--- config.mk ---
export PLATFORM = sky130hd
export DESIGN_NAME = next_business_day_date
export DESIGN_NICKNAME = d
export VERILOG_FILES = /design/src/rtl/nbd_pkg.sv /design/src/rtl/nbd_year_split.sv /design/src/rtl/nbd_day_step.sv /design/src/rtl/nbd_weekday.sv /design/src/rtl/nbd_finish.sv /design/src/rtl/next_business_day_date.sv
export SDC_FILE = /design/constraint.sdc
export NUM_CORES = 1
export LEC_CHECK = 0
export ABC_AREA = 1
export BUFFER_PORTS_ARGS = -buffer_cell sky130_fd_sc_hd__buf_2
export CAP_MARGIN = 20
export CORE_MARGIN = 4
export CORE_UTILIZATION = 54
export DETAILED_ROUTE_END_ITERATION = 10
export PLACE_DENSITY = 0.71
export SLEW_MARGIN = 20
export SYNTH_ARGS = -nofsm -noshare
export SYNTH_HDL_FRONTEND = slang
export SYNTH_HIERARCHICAL = 1
export SYNTH_SLANG_ARGS = --single-unit
--- constraint.sdc ---
create_clock -name clock -period 10.1 [get_ports clock]
set_clock_uncertainty 0.1 [all_clocks]
set_input_delay 2.02 -clock clock [delete_from_list [all_inputs] [get_ports clock]]
set_output_delay 2.02 -clock clock [all_outputs]
set_load 0.02 [all_outputs]
--- src/rtl/nbd_pkg.sv ---
package nbd_pkg;

   // Calendar constants
   localparam logic [4:0]  MONTH_LONG  = 5'd31;
   localparam logic [4:0]  MONTH_SHORT = 5'd30;
   localparam logic [4:0]  FEB_DAYS    = 5'd28;
   localparam logic [3:0]  MONTH_JAN   = 4'd1;
   localparam logic [3:0]  MONTH_FEB   = 4'd2;
   localparam logic [3:0]  MONTH_MAR   = 4'd3;
   localparam logic [3:0]  MONTH_APR   = 4'd4;
   localparam logic [3:0]  MONTH_JUN   = 4'd6;
   localparam logic [3:0]  MONTH_SEP   = 4'd9;
   localparam logic [3:0]  MONTH_NOV   = 4'd11;
   localparam logic [3:0]  MONTH_DEC   = 4'd12;
   localparam logic [14:0] MAX_YEAR    = 15'd9999;

   // Weekday codes, 1 Monday .. 7 Sunday
   localparam logic [2:0]  WD_MON = 3'd1;
   localparam logic [2:0]  WD_FRI = 3'd5;
   localparam logic [2:0]  WD_SAT = 3'd6;
   localparam logic [2:0]  WD_SUN = 3'd7;

   // Days advanced
   localparam logic [1:0]  ADV_ONE   = 2'd1;
   localparam logic [1:0]  ADV_TWO   = 2'd2;
   localparam logic [1:0]  ADV_THREE = 2'd3;

   typedef struct packed {
      logic [13:0] year_in;
      logic [3:0]  month_in;
      logic [4:0]  day_in;
   } req_type;

   typedef struct packed {
      logic [13:0] year_out;
      logic [3:0]  month_out;
      logic [4:0]  day_out;
      logic [2:0]  weekday_out;
      logic [1:0]  days_advanced;
      logic        year_overflow;
   } rsp_type;

   // Year split into centuries and remainder, month clamped to 1..12
   typedef struct packed {
      logic [13:0] year;
      logic [3:0]  month;
      logic [4:0]  day;
      logic [7:0]  cent;
      logic [6:0]  rem;
   } split_type;

   // Date after the first day step, plus the year terms of the weekday sum
   typedef struct packed {
      logic [14:0] year;
      logic [3:0]  month;
      logic [4:0]  day;
      logic        leap;
      logic [3:0]  zmonth;
      logic [7:0]  zcent;
      logic [6:0]  zrem;
   } step_type;

   typedef struct packed {
      logic [14:0] year;
      logic [3:0]  month;
      logic [4:0]  day;
      logic        leap;
      logic [2:0]  weekday;
   } wkd_type;

   // Days in a month; month is already clamped to 1..12
   function automatic logic [4:0] month_len(input logic leap, input logic [3:0] month);
      logic [4:0] len;
      if (month == MONTH_FEB) begin
         len = leap ? (FEB_DAYS + 5'd1) : FEB_DAYS;
      end else if (month == MONTH_APR || month == MONTH_JUN ||
                   month == MONTH_SEP || month == MONTH_NOV) begin
         len = MONTH_SHORT;
      end else begin
         len = MONTH_LONG;
      end
      return len;
   endfunction

endpackage

--- src/rtl/nbd_year_split.sv ---
module nbd_year_split import nbd_pkg::*; (
   input  req_type   req,
   output split_type split
);

   // floor(y / 100) = (y * 5243) >> 19, exact for every 14-bit year
   localparam logic [12:0] RECIP_100   = 13'd5243;
   localparam int          RECIP_SHIFT = 19;
   localparam logic [13:0] CENTURY     = 14'd100;

   logic [26:0] prod;
   logic [7:0]  cent;
   logic [13:0] hundreds;
   logic [13:0] rem_full;

   // Century and year-in-century
   always_comb begin
      prod     = 27'(req.year_in) * 27'(RECIP_100);
      cent     = prod[RECIP_SHIFT +: 8];
      hundreds = 14'(cent) * CENTURY;
      rem_full = req.year_in - hundreds;
   end

   // Month zero counts as January, anything past twelve as December
   always_comb begin
      split.year = req.year_in;
      split.day  = req.day_in;
      split.cent = cent;
      split.rem  = rem_full[6:0];
      if (req.month_in == 4'd0) begin
         split.month = MONTH_JAN;
      end else if (req.month_in > MONTH_DEC) begin
         split.month = MONTH_DEC;
      end else begin
         split.month = req.month_in;
      end
   end

endmodule

--- src/rtl/nbd_day_step.sv ---
module nbd_day_step import nbd_pkg::*; (
   input  split_type split,
   output step_type  step
);

   logic       leap;
   logic [4:0] len;
   logic       roll_year;
   logic       borrow;
   logic [3:0] month1;

   // Leap year: divisible by 4, and not a whole century unless centuries divide by 4
   always_comb begin
      leap = (split.year[1:0] == 2'd0) && ((split.rem != 7'd0) || (split.cent[1:0] == 2'd0));
      len  = month_len(leap, split.month);
   end

   // One calendar day forward
   always_comb begin
      roll_year  = 1'b0;
      month1     = split.month;
      step.day   = split.day + 5'd1;
      if (split.day >= len) begin
         step.day = 5'd1;
         if (split.month >= MONTH_DEC) begin
            month1    = MONTH_JAN;
            roll_year = 1'b1;
         end else begin
            month1 = split.month + 4'd1;
         end
      end
      step.month = month1;
      step.year  = {1'b0, split.year} + 15'(roll_year);
      // after a year roll the date is in January, so the old leap flag is never consulted
      step.leap  = leap;
   end

   // Zeller terms: January and February count as months 13 and 14 of the year before;
   // the year is offset by 400 so the sum stays positive
   always_comb begin
      borrow      = (month1 < MONTH_MAR);
      step.zmonth = borrow ? (month1 + 4'd12) : month1;
      step.zcent  = split.cent + 8'd4;
      step.zrem   = split.rem;
      if (roll_year && !borrow) begin
         if (split.rem == 7'd99) begin
            step.zrem  = 7'd0;
            step.zcent = split.cent + 8'd5;
         end else begin
            step.zrem = split.rem + 7'd1;
         end
      end else if (borrow && !roll_year) begin
         if (split.rem == 7'd0) begin
            step.zrem  = 7'd99;
            step.zcent = split.cent + 8'd3;
         end else begin
            step.zrem = split.rem - 7'd1;
         end
      end
   end

endmodule

--- src/rtl/nbd_weekday.sv ---
module nbd_weekday import nbd_pkg::*; (
   input  step_type step,
   output wkd_type  wkd
);

   // floor(x / 7) = (x * 2341) >> 14, exact for x below 2048
   localparam logic [11:0] RECIP_7   = 12'd2341;
   localparam int          R7_SHIFT  = 14;

   // floor(13 * (m + 1) / 5) for Zeller months 3..14
   function automatic logic [5:0] month_term(input logic [3:0] zm);
      logic [5:0] t;
      unique case (zm)
         4'd3:    t = 6'd10;
         4'd4:    t = 6'd13;
         4'd5:    t = 6'd15;
         4'd6:    t = 6'd18;
         4'd7:    t = 6'd20;
         4'd8:    t = 6'd23;
         4'd9:    t = 6'd26;
         4'd10:   t = 6'd28;
         4'd11:   t = 6'd31;
         4'd12:   t = 6'd33;
         4'd13:   t = 6'd36;
         4'd14:   t = 6'd39;
         default: t = 6'd0;
      endcase
      return t;
   endfunction

   logic [10:0] sum;
   logic [22:0] prod;
   logic [10:0] quot;
   logic [10:0] h_full;
   logic [2:0]  h;

   // Zeller sum, then reduce mod 7
   always_comb begin
      sum = 11'(step.day) + 11'(month_term(step.zmonth)) + 11'(step.zrem)
          + 11'(step.zrem[6:2]) + 11'(step.zcent[7:2]) + 11'(step.zcent) * 11'd5;
      prod   = 23'(sum) * 23'(RECIP_7);
      quot   = 11'(prod[22:R7_SHIFT]);
      h_full = sum - quot * 11'd7;
      h      = h_full[2:0];
   end

   // h: 0 Saturday, 1 Sunday, 2 Monday ...
   always_comb begin
      wkd.year    = step.year;
      wkd.month   = step.month;
      wkd.day     = step.day;
      wkd.leap    = step.leap;
      wkd.weekday = (h >= 3'd2) ? (h - 3'd1) : (h + 3'd6);
   end

endmodule

--- src/rtl/nbd_finish.sv ---
module nbd_finish import nbd_pkg::*; (
   input  wkd_type wkd,
   output rsp_type rsp
);

   logic [1:0]  extra;
   logic [1:0]  adv;
   logic [4:0]  len;
   logic [5:0]  day_sum;
   logic [14:0] year2;
   logic [3:0]  month2;
   logic [4:0]  day2;
   logic [2:0]  wd2;

   // Weekend skip: Saturday goes two more days, Sunday one
   always_comb begin
      priority if (wkd.weekday == WD_SAT) begin
         extra = 2'd2;
         adv   = ADV_THREE;
      end else if (wkd.weekday == WD_SUN) begin
         extra = 2'd1;
         adv   = ADV_TWO;
      end else begin
         extra = 2'd0;
         adv   = ADV_ONE;
      end
   end

   // The date is valid here, so at most one month boundary is crossed
   always_comb begin
      len     = month_len(wkd.leap, wkd.month);
      day_sum = 6'(wkd.day) + 6'(extra);
      year2   = wkd.year;
      month2  = wkd.month;
      day2    = day_sum[4:0];
      wd2     = (extra != 2'd0) ? WD_MON : wkd.weekday;
      if (day_sum > 6'(len)) begin
         day2 = 5'(day_sum - 6'(len));
         if (wkd.month == MONTH_DEC) begin
            month2 = MONTH_JAN;
            year2  = wkd.year + 15'd1;
         end else begin
            month2 = wkd.month + 4'd1;
         end
      end
   end

   // Past the last representable year: hold at 9999-12-31, a Friday
   always_comb begin
      rsp.days_advanced = adv;
      if (year2 > MAX_YEAR) begin
         rsp.year_overflow = 1'b1;
         rsp.year_out      = MAX_YEAR[13:0];
         rsp.month_out     = MONTH_DEC;
         rsp.day_out       = MONTH_LONG;
         rsp.weekday_out   = WD_FRI;
      end else begin
         rsp.year_overflow = 1'b0;
         rsp.year_out      = year2[13:0];
         rsp.month_out     = month2;
         rsp.day_out       = day2;
         rsp.weekday_out   = wd2;
      end
   end

endmodule

--- src/rtl/next_business_day_date.sv ---
// Next business day of a Gregorian date.
//
// Request channel (req_valid / req_ready / req_data): year, month and day.
// Response channel (rsp_valid / rsp_ready / rsp_data): the next weekday date,
// its weekday (1 Monday .. 5 Friday), the calendar days advanced (1 to 3) and
// an overflow flag that holds the date at 9999-12-31 when year 9999 is passed.
// Every request gives exactly one response, in order.
//
// Throughput: one request per cycle while the receiver takes each response,
// set by a five-register pipeline (input, year split, day step, weekday,
// response). Each stage loads whenever it is empty or its successor loads,
// so a stalled receiver only holds back the stages behind the full ones;
// bubbles close up and requests keep being taken until every stage holds a
// request.
//
// Reset clears the stage valid flags only; the pipeline is then empty and
// req_ready is high.
module next_business_day_date import nbd_pkg::*; (
   input  logic    clock,
   input  logic    reset,
   input  logic    req_valid,
   output logic    req_ready,
   input  req_type req_data,
   output logic    rsp_valid,
   input  logic    rsp_ready,
   output rsp_type rsp_data
);

   req_type   req_ff;
   split_type split_ff, split_in;
   step_type  step_ff, step_in;
   wkd_type   wkd_ff, wkd_in;
   rsp_type   rsp_ff, rsp_in;

   logic req_vld_ff, split_vld_ff, step_vld_ff, wkd_vld_ff, rsp_vld_ff;
   logic req_load, split_load, step_load, wkd_load, rsp_load;

   // Per-stage load enables, from the output backwards
   always_comb begin
      rsp_load   = !rsp_vld_ff   || rsp_ready;
      wkd_load   = !wkd_vld_ff   || rsp_load;
      step_load  = !step_vld_ff  || wkd_load;
      split_load = !split_vld_ff || step_load;
      req_load   = !req_vld_ff   || split_load;
   end

   assign req_ready = req_load;
   assign rsp_valid = rsp_vld_ff;
   assign rsp_data  = rsp_ff;

   nbd_year_split u_split (
      .req   (req_ff),
      .split (split_in)
   );

   nbd_day_step u_step (
      .split (split_ff),
      .step  (step_in)
   );

   nbd_weekday u_wkd (
      .step (step_ff),
      .wkd  (wkd_in)
   );

   nbd_finish u_finish (
      .wkd (wkd_ff),
      .rsp (rsp_in)
   );

   // Valid flags
   always_ff @(posedge clock) begin
      if (reset) begin
         req_vld_ff   <= 1'b0;
         split_vld_ff <= 1'b0;
         step_vld_ff  <= 1'b0;
         wkd_vld_ff   <= 1'b0;
         rsp_vld_ff   <= 1'b0;
      end else begin
         if (req_load) begin
            req_vld_ff <= req_valid;
         end
         if (split_load) begin
            split_vld_ff <= req_vld_ff;
         end
         if (step_load) begin
            step_vld_ff <= split_vld_ff;
         end
         if (wkd_load) begin
            wkd_vld_ff <= step_vld_ff;
         end
         if (rsp_load) begin
            rsp_vld_ff <= wkd_vld_ff;
         end
      end
   end

   // Stage payloads
   always_ff @(posedge clock) begin
      if (req_load) begin
         req_ff <= req_data;
      end
      if (split_load) begin
         split_ff <= split_in;
      end
      if (step_load) begin
         step_ff <= step_in;
      end
      if (wkd_load) begin
         wkd_ff <= wkd_in;
      end
      if (rsp_load) begin
         rsp_ff <= rsp_in;
      end
   end

endmodule
==> results of run 1 <==
[path summary, 6_finish.rpt]
path,end,slack [ns],cells past startpoint
worst max-delay path,wkd_ff[2],0.70,42
worst min register to register,wkd_ff[21],0.32,0
worst max register to register,wkd_ff[2],0.70,42
worst min-delay path,wkd_ff[21],0.32,0
[per-layer routing]
layer,GRT usage,vias to the layer above
met1,0.243,4878
li1,-,5322
met3,0.0233,24
met4,0.0425,0
met2,0.320,181
met5,0,-
[Yosys cell counts, drive strengths merged (2+ instances only)]
library cell	number	area, um2
nand2	345	1430
inv	323	1210
ha	206	2580
edfxtp	162	4860
fa	109	2180
nand3	96	601
nor2	92	415
buf	66	518
xor2	50	438
o21ai	47	235
a21oi	46	238
nand4	33	206
xnor2	22	215
nor3	12	60.1
nand3b	9	71.3
dfxtp	5	100
o211ai	5	42.5
o21bai	5	41.3
clkbuf	3	11.3
o21a	3	22.5
a21o	2	15.0
clkinv	2	7.51
mux2i	2	20.0
nor3b	2	15.0
o31ai	2	15.0
or2	2	12.5
[layout by cell type, fill, tap and decap left out, types with 7 or more instances in the layout]
master,n
sky130_fd_sc_hd__nor2_1,80
sky130_fd_sc_hd__nor3_1,12
sky130_fd_sc_hd__fa_1,109
sky130_fd_sc_hd__nor2_4,8
sky130_fd_sc_hd__a21oi_1,44
sky130_fd_sc_hd__nand2_2,21
sky130_fd_sc_hd__inv_2,7
sky130_fd_sc_hd__clkbuf_16,17
sky130_fd_sc_hd__buf_2,57
sky130_fd_sc_hd__o21ai_1,8
sky130_fd_sc_hd__nand3_2,19
sky130_fd_sc_hd__nand2_4,11
sky130_fd_sc_hd__xor2_1,50
sky130_fd_sc_hd__nand2_1,313
sky130_fd_sc_hd__xnor2_1,19
sky130_fd_sc_hd__nand4_1,33
sky130_fd_sc_hd__inv_1,315
sky130_fd_sc_hd__nand3b_1,8
sky130_fd_sc_hd__o21ai_0,39
sky130_fd_sc_hd__ha_1,206
sky130_fd_sc_hd__nand3_1,75
sky130_fd_sc_hd__edfxtp_1,162
[metrics by stage]
step                std cells  instance area [um2]  hold slack (ns)
CTS                      2065                16500            0.314
detailed placement       2033                15900            0.305
global route             2065                16500            0.328
finish                   2065                16500            0.315
global placement         2033                15900            0.303
floorplan                1659                15600            0.336
[kinds of logic after synthesis]
logic type	count (synthesis)
xor+xnor	72
buf+inv	394
simple gates	593
mux	2
fa+ha+maj	315
flops	167
compound gates	116
[flip-flops by register name (all words and copies together), names as in the netlist]
name	count
wkd_vld_ff	1
wkd_ff	28
split_vld_ff	1
step_ff	44
rsp_data	29
step_vld_ff	1
split_ff	38
rsp_valid	1
req_vld_ff	1
req_ff	23
[cell type report]
| class | count | area (um2) |
|---|---|---|
| well taps | 384 | 480 |
| inverters | 325 | 1220 |
| multi-input cells | 1098 | 8920 |
| clock buffers | 17 | 425 |
| repair buffers | 59 | 300 |
| flip-flops and latches | 167 | 4960 |
| clock inverters | 15 | 176 |
| fillers | 2434 | 12100 |
[what timing repair did]
action,in CTS,in global routing
hold endpoints to repair,0,0
resized for setup,0,2
endpoints found under the setup margin,0,1
==> summary.md, run 1 <==
| Metric | Value |
|---|---|
| Result of the run | `completed` |
| Count of buffers added by post-CTS timing repair for setup | `0` |
| Share of synthesized registers carrying an async set or reset | `0` |
| Kind of cell adding the most delay to the critical path | `adder cells` |
| Maximum number of buffers from clock root to sink | `2` |
| Period minus WS final | `9.40 ns` |
| Setup Viol. Count Final | `0` |
| Tcrit/Tclk final | `0.931` |
| Most numerous cell on the critical path | `sky130_fd_sc_hd__fa_1` |
| TritonCTS clock tree | `built` |
| IO Count | `58` |
| Floorplan core area | `28,600 um2` |
| Wire length of the first global-routing pass | `47.0 mm` |
| Die Area | `between 30,000 and 40,000 um2` |
| # nets final | `2,010` |
| Half-perimeter wire length after detailed placement | `22.8 mm` |
| Crit path arrival time | `9.60 ns` |
| Global placement routability congestion | `approximately 0.88` |
| Combinational family with the most area after synthesis | `adder cells` |
| XOR/XNOR Fraction of Synth Area | `0.0418` |
| Antenna violation net count after detailed routing | `0` |
| GRT Util Overall | `0.183` |
| Post-synthesis cell area | `15,600 um2` |
| Uppermost routed layer | `met4` |
| Synth Warn # | `6` |
| Initial antenna violation count | `0` |
| Reg2Reg Launch Point | `step_ff[16]` |
| Crit start category | `register` |
| Number of max-slew violations in the final report | `0` |
| Sequential element share of the synthesized area | `0.318` |
| Hold Buf Count CTS | `0` |
| Vias after detailed routing | `10,400` |
| Die height | `178 um` |
| Vias in the first global route | `10,000` |
| Met3 WL | `869 um` |
| Type of element capturing the critical path | `register` |
| Slew @ Worst Pin | `0.794 ns` |
| Pin count of the biggest net entering global routing | `45` |
| Growth of design area from synthesis to finish | `5.51%` |
| Reported max-cap violation count | `0` |
| Number of nets in the synthesized netlist | `about 2,000` |
| Beginning of the critical path | `step_ff[16]` |
| Synthesized netlist cell count | `1,659` |
| Total wirelength of the detailed-routed design | `28.0 mm` |
| Delay of the slowest cell on the worst path | `0.54 ns` |
| First-iteration detailed-routing DRC count | `610` |
| Routed wire length on met2 | `approximately 14 mm` |
| Worst relative slew slack | `0.470` |
| Pre-CTS WS | `around 0.57 ns` |
| Endpoint required time on the critical path | `about 10 ns` |
| Mux cell area share after synthesis | `0.00128` |
| Number of distinct library cells after synthesis | `52` |
| Area fraction in and, or, nand and nor cells after synthesis | `0.181` |
| Clock latency reported for the late side of the worst-skew pair | `0.42 ns` |
| Antenna diodes | `0` |
| Number of I/O port buffers | `57` |
| Wl on met1 | `12.7 mm` |
| DRC violations left | `0` |
| Flip-flop cell with the highest count after synthesis | `sky130_fd_sc_hd__edfxtp_1` |
| DIE WIDTH | `178 um` |
| Upper clock frequency limit | `0.106 GHz` |
| Total negative slack | `0 ns` |
| Type of the setup path with the least slack | `register to register` |
| Final Hold Viols | `0` |
| Layout cell share with drive strength beyond 1 | `0.105` |
| Unrepaired setup endpoints after global routing | `false` |
| Count of H-tree levels built during CTS | `4` |
| Routed length per instance | `~14 um` |
| Avg Inst Size Synth | `9.42 um2` |
| Slowest stage cell, crit path | `sky130_fd_sc_hd__fa_1` |
| Master cell of the clock root buffer | `sky130_fd_sc_hd__clkbuf_16` |
| Final core utilization | `0.576` |
| Flip-flop and latch count after synthesis | `167` |
| Top fanout value on the critical path | `6` |
| Worst hold start | `step_ff[37]` |
| Buf+Inv Stages, Crit Path | `6` |
| Drt first pass iters | `5` |
| Synth Area in Compound Gates | `0.0423` |
| Gr ovfl total | `0` |
| Routed via count divided by cell count | `5.04` |
| Site row count | `62` |
| Initial cell density of the core | `0.546` |
| Adder-cell share of the synthesized area | `0.304` |
| Number of enable-type register cells in the synthesized netlist | `162` |
| Number of buffers created by CTS | `17` |
| Clock Sinks | `167` |
| Hold/Removal Path Class | `register to register` |
| Final setup margin | `0.699 ns` |
| Clock slew seen by the registers of the worst setup and hold paths | `0.08 ns` |
Power of run 1 is left out: the tool's default activity adds up to more than one toggle a clock period on the data nets, which glitch-free logic cannot reach.
==> inputs of run 2 (changes only) <==
--- a/config.mk
+++ b/config.mk
@@ -11,7 +11,8 @@
 export CORE_MARGIN = 4
 export CORE_UTILIZATION = 54
 export DETAILED_ROUTE_END_ITERATION = 10
-export PLACE_DENSITY = 0.71
+export PLACE_DENSITY = 0.72
+export REMOVE_ABC_BUFFERS = 1
 export SLEW_MARGIN = 20
 export SYNTH_ARGS = -nofsm -noshare
 export SYNTH_HDL_FRONTEND = slang
==> summary.md, run 2 (synthesis gave the netlist of run 1 again) <==
| Metric | Value |
|---|---|
| Result of the run | `completed` |
| Total negative slack | `0 ns (unchanged)` |
| Total area of sequential cells | `4960 um2 (unchanged)` |
| Crit start category | `register` |
| Routed length per instance | `13.8 um (+1.9%)` |
| Hold/Removal Path Class | `register to register` |
| Die height | `178 um (unchanged)` |
| Tcrit/Tclk final | `0.935 (+0.00436)` |
| Area taken by multi-input logic gates | `8930 um2 (about the same)` |
| Worst hold start | `step_ff[32]` |
| Setup Viol. Count Final | `0 (unchanged)` |
| Clock slew seen by the registers of the worst setup and hold paths | `0.07 ns (about the same)` |
| Slew @ Worst Pin | `0.823 ns (+0.0288 ns)` |
| Wire length of the first global-routing pass | `48.3 mm (+2.7%)` |
| Final setup margin | `0.655 ns (-0.0441 ns)` |
| Highest-count cells in the layout ignoring fill and taps | `sky130_fd_sc_hd__inv_1, sky130_fd_sc_hd__nand2_1, sky130_fd_sc_hd__ha_1` |
| Total wirelength of the detailed-routed design | `28.5 mm (+2.0%)` |
| Type of element capturing the critical path | `register` |
| Drt first pass iters | `5 (unchanged)` |
| Worst relative slew slack | `0.451 (-0.0192)` |
| DIE WIDTH | `178 um (unchanged)` |
| Slowest stage cell, crit path | `sky130_fd_sc_hd__fa_1` |
| Reported max-cap violation count | `0 (unchanged)` |
| Flip-flop count of the largest register after layout | `44 (unchanged)` |
| Antenna violation net count after detailed routing | `0 (unchanged)` |
| Clock latency reported for the late side of the worst-skew pair | `0.43 ns (about the same)` |
| Number of I/O port buffers | `57 (unchanged)` |
| Clock Sinks | `167 (unchanged)` |
| Period minus WS final | `9.44 ns (+0.0441 ns)` |
| Beginning of the critical path | `step_ff[15]` |
| Biggest register | `step_ff` |
| Crit path arrival time | `9.64 ns (+0.04 ns)` |
| Half-perimeter wire length after detailed placement | `23.2 mm (+1.5%)` |
| Most common cell after layout, fill and taps aside | `sky130_fd_sc_hd__inv_1` |
| Initial cell density of the core | `0.546 (unchanged)` |
| Unrepaired setup endpoints after global routing | `false` |
| Top fanout value on the critical path | `4 (-2)` |
| Pin count of the biggest net entering global routing | `45 (unchanged)` |
| Pre-CTS WS | `0.607 ns (+0.0381 ns)` |
| Number of buffers created by CTS | `17 (unchanged)` |
| Vias in the first global route | `10,300 (+2.5%)` |
| Final core utilization | `0.577 (+0.00118)` |
| TritonCTS clock tree | `built` |
| Delay of the slowest cell on the worst path | `0.54 ns (about the same)` |
| Antenna diodes | `0 (unchanged)` |
| DRC violations left | `0 (unchanged)` |
| # nets final | `2,012 (+0.10%)` |
| Count of placed standard cells in the final layout, fillers left out | `2,067 (+0.097%)` |
| Endpoint required time on the critical path | `10.30 ns (about the same)` |
| Growth of design area from synthesis to finish | `5.73%` |
| Maximum number of buffers from clock root to sink | `2 (unchanged)` |
| Reg2Reg Launch Point | `step_ff[15]` |
| Layout cell share with drive strength beyond 1 | `0.105 (+0.000470)` |
| Hold Buf Count CTS | `0 (unchanged)` |
| Number of max-slew violations in the final report | `0 (unchanged)` |
| GRT Util Overall | `0.187 (+0.00419)` |
| Dpl cells | `2,034 (+0.049%)` |
| Most numerous cell on the critical path | `sky130_fd_sc_hd__nand2_1` |
| Die Area | `31,700 um2 (unchanged)` |
| Initial antenna violation count | `0 (unchanged)` |
| Final Hold Viols | `0 (unchanged)` |
| Upper clock frequency limit | `0.106 GHz (-0.47%)` |
| Vias after detailed routing | `10,600 (+1.9%)` |
| Gr ovfl total | `0 (unchanged)` |
| Type of the setup path with the least slack | `register to register` |
| # fillers | `2,390 (-1.8%)` |
| Master cell of the clock root buffer | `sky130_fd_sc_hd__clkbuf_16` |
| Floorplan core area | `28,600 um2 (unchanged)` |
| Site row count | `62 (unchanged)` |
| Global placement routability congestion | `0.877 (about the same)` |
| Count of H-tree levels built during CTS | `4 (unchanged)` |
| IO Count | `58 (unchanged)` |
| Routed via count divided by cell count | `5.13 (+1.8%)` |
| First-iteration detailed-routing DRC count | `621 (+1.8%)` |
[run 2: cell count changes in the layout (fill, tap and decap cells not counted), sizes merged]
cell / delta
buf: +2
clkinv: +1
inv: -1
[run 2: final cells by class]
| type | count | share of cell area |
|---|---|---|
| timing repair buffer | 61 | 0.0195 |
| sequential | 167 | 0.300 |
| tap | 384 | 0.0291 |
| inverter | 325 | 0.0740 |
| clock inverter | 15 | 0.0110 |
| clock buffer | 17 | 0.0257 |
| multi-input combinational | 1098 | 0.540 |
[run 2: path summary, 6_finish.rpt]
kind	end	slack (ns)	cells past startpoint
setup / recovery	wkd_ff[2]	0.66	46
hold / removal	wkd_ff[16]	0.32	0
setup reg to reg	wkd_ff[2]	0.66	46
hold reg to reg	wkd_ff[16]	0.32	0
[run 2: timing repair]
item,CTS,global route
setup endpoints to repair,0,1
buffers inserted,0,1
endpoints found under the hold margin,0,0
gates resized for setup,0,3
[run 2: worst max-delay path: cells and delay by family (launching register included)]
family                     cells  cell delay [ns]
AOI/OAI and AO/OA              6             1.11
xor gates and xnor gates       2             0.35
adders and majority gates     14             5.33
buffers and inverters          7             0.46
DFF                            1             0.41
and+or+nand+nor               17             1.54
[run 2: through the flow]
| step | area [um2] | hold slack (ns) |
|---|---|---|
| after floorplan | 15100 | 0.300 |
| after global placement | 15900 | 0.302 |
| after detailed placement | 15900 | 0.305 |
| after CTS | 16500 | 0.317 |
| after global routing | 16500 | 0.325 |
| final | 16500 | 0.318 |
[run 2: metal layers]
metal  up-vias  wire [um]  global-route usage
li1       5326          -                   -
met5         -          0                   0
met2       216      14300               0.325
met3        26        983              0.0240
met4         0        379              0.0448
met1      5035      12900               0.249
Power of run 2 is left out for the same reason.
==> inputs of run 3 (changes only) <==
--- a/config.mk
+++ b/config.mk
@@ -9,9 +9,9 @@
 export BUFFER_PORTS_ARGS = -buffer_cell sky130_fd_sc_hd__buf_2
 export CAP_MARGIN = 20
 export CORE_MARGIN = 4
-export CORE_UTILIZATION = 54
+export CORE_UTILIZATION = 35
 export DETAILED_ROUTE_END_ITERATION = 10
-export PLACE_DENSITY = 0.72
+export PLACE_DENSITY = 0.51
 export REMOVE_ABC_BUFFERS = 1
 export SLEW_MARGIN = 20
 export SYNTH_ARGS = -nofsm -noshare
==> summary.md, run 3 (synthesis gave the netlist of run 1 again) <==
| Metric | Value |
|---|---|
| Number of max-slew violations in the final report | `0 (unchanged)` |
| Worst hold path stage count | `0 (unchanged)` |
| Final setup margin | `0.790 ns (+0.135 ns)` |
| Wire length of the first global-routing pass | `49.5 mm (+2.6%)` |
| Top fanout value on the critical path | `6 (+2)` |
| Biggest register | `step_ff` |
| Slew @ Worst Pin | `0.790 ns (-0.0333 ns)` |
| DRC violations left | `0 (unchanged)` |
| Reg2reg setup slack | `0.79 ns (+0.14 ns)` |
| Clock Sinks | `167 (unchanged)` |
| Layout cell share with drive strength beyond 1 | `0.105 (-0.000594)` |
| Delay of the slowest cell on the worst path | `0.54 ns (about the same)` |
| Initial cell density of the core | `0.353 (-0.193)` |
| # nets final | `2,012 (unchanged)` |
| Worst relative slew slack | `0.473 (+0.0222)` |
| Pre-CTS WS | `0.688 ns (+0.0803 ns)` |
| Clock slew seen by the registers of the worst setup and hold paths | `0.07 ns (about the same)` |
| Vias in the first global route | `10,000 (-2.7%)` |
| Antenna diodes | `0 (unchanged)` |
| Maximum number of buffers from clock root to sink | `2 (unchanged)` |
| Tcrit/Tclk final | `0.922 (-0.0134)` |
| Upper clock frequency limit | `0.107 GHz (+1.5%)` |
| Routed length per instance | `13.1 um (-5.4%)` |
| Final Hold Viols | `0 (unchanged)` |
| Reg-to-reg endpoint | `wkd_ff[2]` |
| DIE WIDTH | `219 um (+23%)` |
| Hold Buf Count CTS | `0 (unchanged)` |
| Pin count of the biggest net entering global routing | `45 (unchanged)` |
| Count of placed standard cells in the final layout, fillers left out | `2,275 (+10%)` |
| IO Count | `58 (unchanged)` |
| Gr ovfl total | `0 (unchanged)` |
| Floorplan core area | `44,200 um2 (+54%)` |
| Die Area | `48,100 um2 (+52%)` |
| Growth of design area from synthesis to finish | `7.23%` |
| First-iteration detailed-routing DRC count | `544 (-12%)` |
| Type of element capturing the critical path | `register` |
| Antenna violation net count after detailed routing | `0 (unchanged)` |
| Reg2Reg Launch Point | `step_ff[16]` |
| Unrepaired setup endpoints after global routing | `false` |
| TritonCTS clock tree | `built` |
| Hold/Removal Path Class | `register to register` |
| Worst Reg-to-Reg Cells | `45 (-2.2%)` |
| Result of the run | `completed` |
| Site row count | `77 (+24%)` |
| Setup Viol. Count Final | `0 (unchanged)` |
| Drt first pass iters | `5 (unchanged)` |
| Crit start category | `register` |
| GRT Util Overall | `0.127 (-0.0595)` |
| Flip-flop count of the largest register after layout | `44 (unchanged)` |
| Dpl cells | `2,242 (+10%)` |
| Worst hold endpoint | `wkd_ff[21]` |
| Worst hold start | `step_ff[37]` |
| Half-perimeter wire length after detailed placement | `24.7 mm (+6.8%)` |
| Type of the setup path with the least slack | `register to register` |
| Number of I/O port buffers | `57 (unchanged)` |
| Initial antenna violation count | `0 (unchanged)` |
| Routed via count divided by cell count | `4.53 (-12%)` |
| Vias after detailed routing | `10,300 (-2.9%)` |
| Reported max-cap violation count | `0 (unchanged)` |
| Die height | `219 um (+23%)` |
| Most common cell after layout, fill and taps aside | `sky130_fd_sc_hd__inv_1` |
| Clock latency reported for the late side of the worst-skew pair | `0.44 ns (about the same)` |
| Master cell of the clock root buffer | `sky130_fd_sc_hd__clkbuf_16` |
| # fillers | `4,356 (+82%)` |
| Count of H-tree levels built during CTS | `4 (unchanged)` |
| Total negative slack | `0 ns (unchanged)` |
| Period minus WS final | `9.31 ns (-0.135 ns)` |
| Slowest stage cell, crit path | `sky130_fd_sc_hd__fa_1` |
| Endpoint required time on the critical path | `10.31 ns (about the same)` |
| Highest-count cells in the layout ignoring fill and taps | `sky130_fd_sc_hd__inv_1, sky130_fd_sc_hd__nand2_1, sky130_fd_sc_hd__ha_1` |
| Total wirelength of the detailed-routed design | `29.7 mm (+4.1%)` |
| Number of buffers created by CTS | `17 (unchanged)` |
| Global placement routability congestion | `0.816 (-7.0%)` |
| Crit path arrival time | `9.52 ns (-0.12 ns)` |
-- run 3: area by class of cell --
type                    instances  area [um2]  area share
clock buffers                  18         439      0.0262
clock inverters                14         164     0.00978
inverters                     325        1220      0.0729
multi-input cells            1098        8910       0.532
flip-flops and latches        167        4960       0.296
well taps                     592         741      0.0442
repair buffers                 61         315      0.0188
-- run 3: worst max path at each step --
stage,start,endpoint,cells after the start
global placement,step_ff[16],wkd_ff[2],45
finish,step_ff[16],wkd_ff[2],45
floorplan,step_ff[16],wkd_ff[2],45
detailed placement,step_ff[16],wkd_ff[2],45
global route,step_ff[16],wkd_ff[2],45
CTS,step_ff[16],wkd_ff[2],45
-- run 3: timing repair --
action	4_1_cts	5_1_grt
setup endpoints to repair	0	1
gates resized for setup	0	1
setup buffers	0	1
-- run 3: routing by layer --
metal  up-vias  GRT usage  routed length (um)
li1       5332          -                   -
met4         0     0.0331                 332
met2       120      0.210               14000
met3        17     0.0187                 800
met1      4827      0.176               14600
met5         -          0                   0
-- run 3: critical path: cells and delay by family, from the launching register on --
| family | cells | cell delay [ns] |
|---|---|---|
| compound gates | 6 | 1.06 |
| xor+xnor | 3 | 0.54 |
| fa+ha+maj | 14 | 5.29 |
| buf+inv | 9 | 0.56 |
| flops | 1 | 0.44 |
| simple gates | 13 | 1.18 |
-- run 3: through the flow --
stage | area (um2) | util | hold slack (ns)
5_1_grt | 16800 | 0.379 | 0.329
3_5_place_dp | 16200 | 0.365 | 0.305
4_1_cts | 16800 | 0.379 | 0.313
3_3_place_gp | 16200 | 0.365 | 0.305
6_report | 16800 | 0.379 | 0.315
2_1_floorplan | 15100 | - | 0.300
Power of run 3 is left out for the same reason.
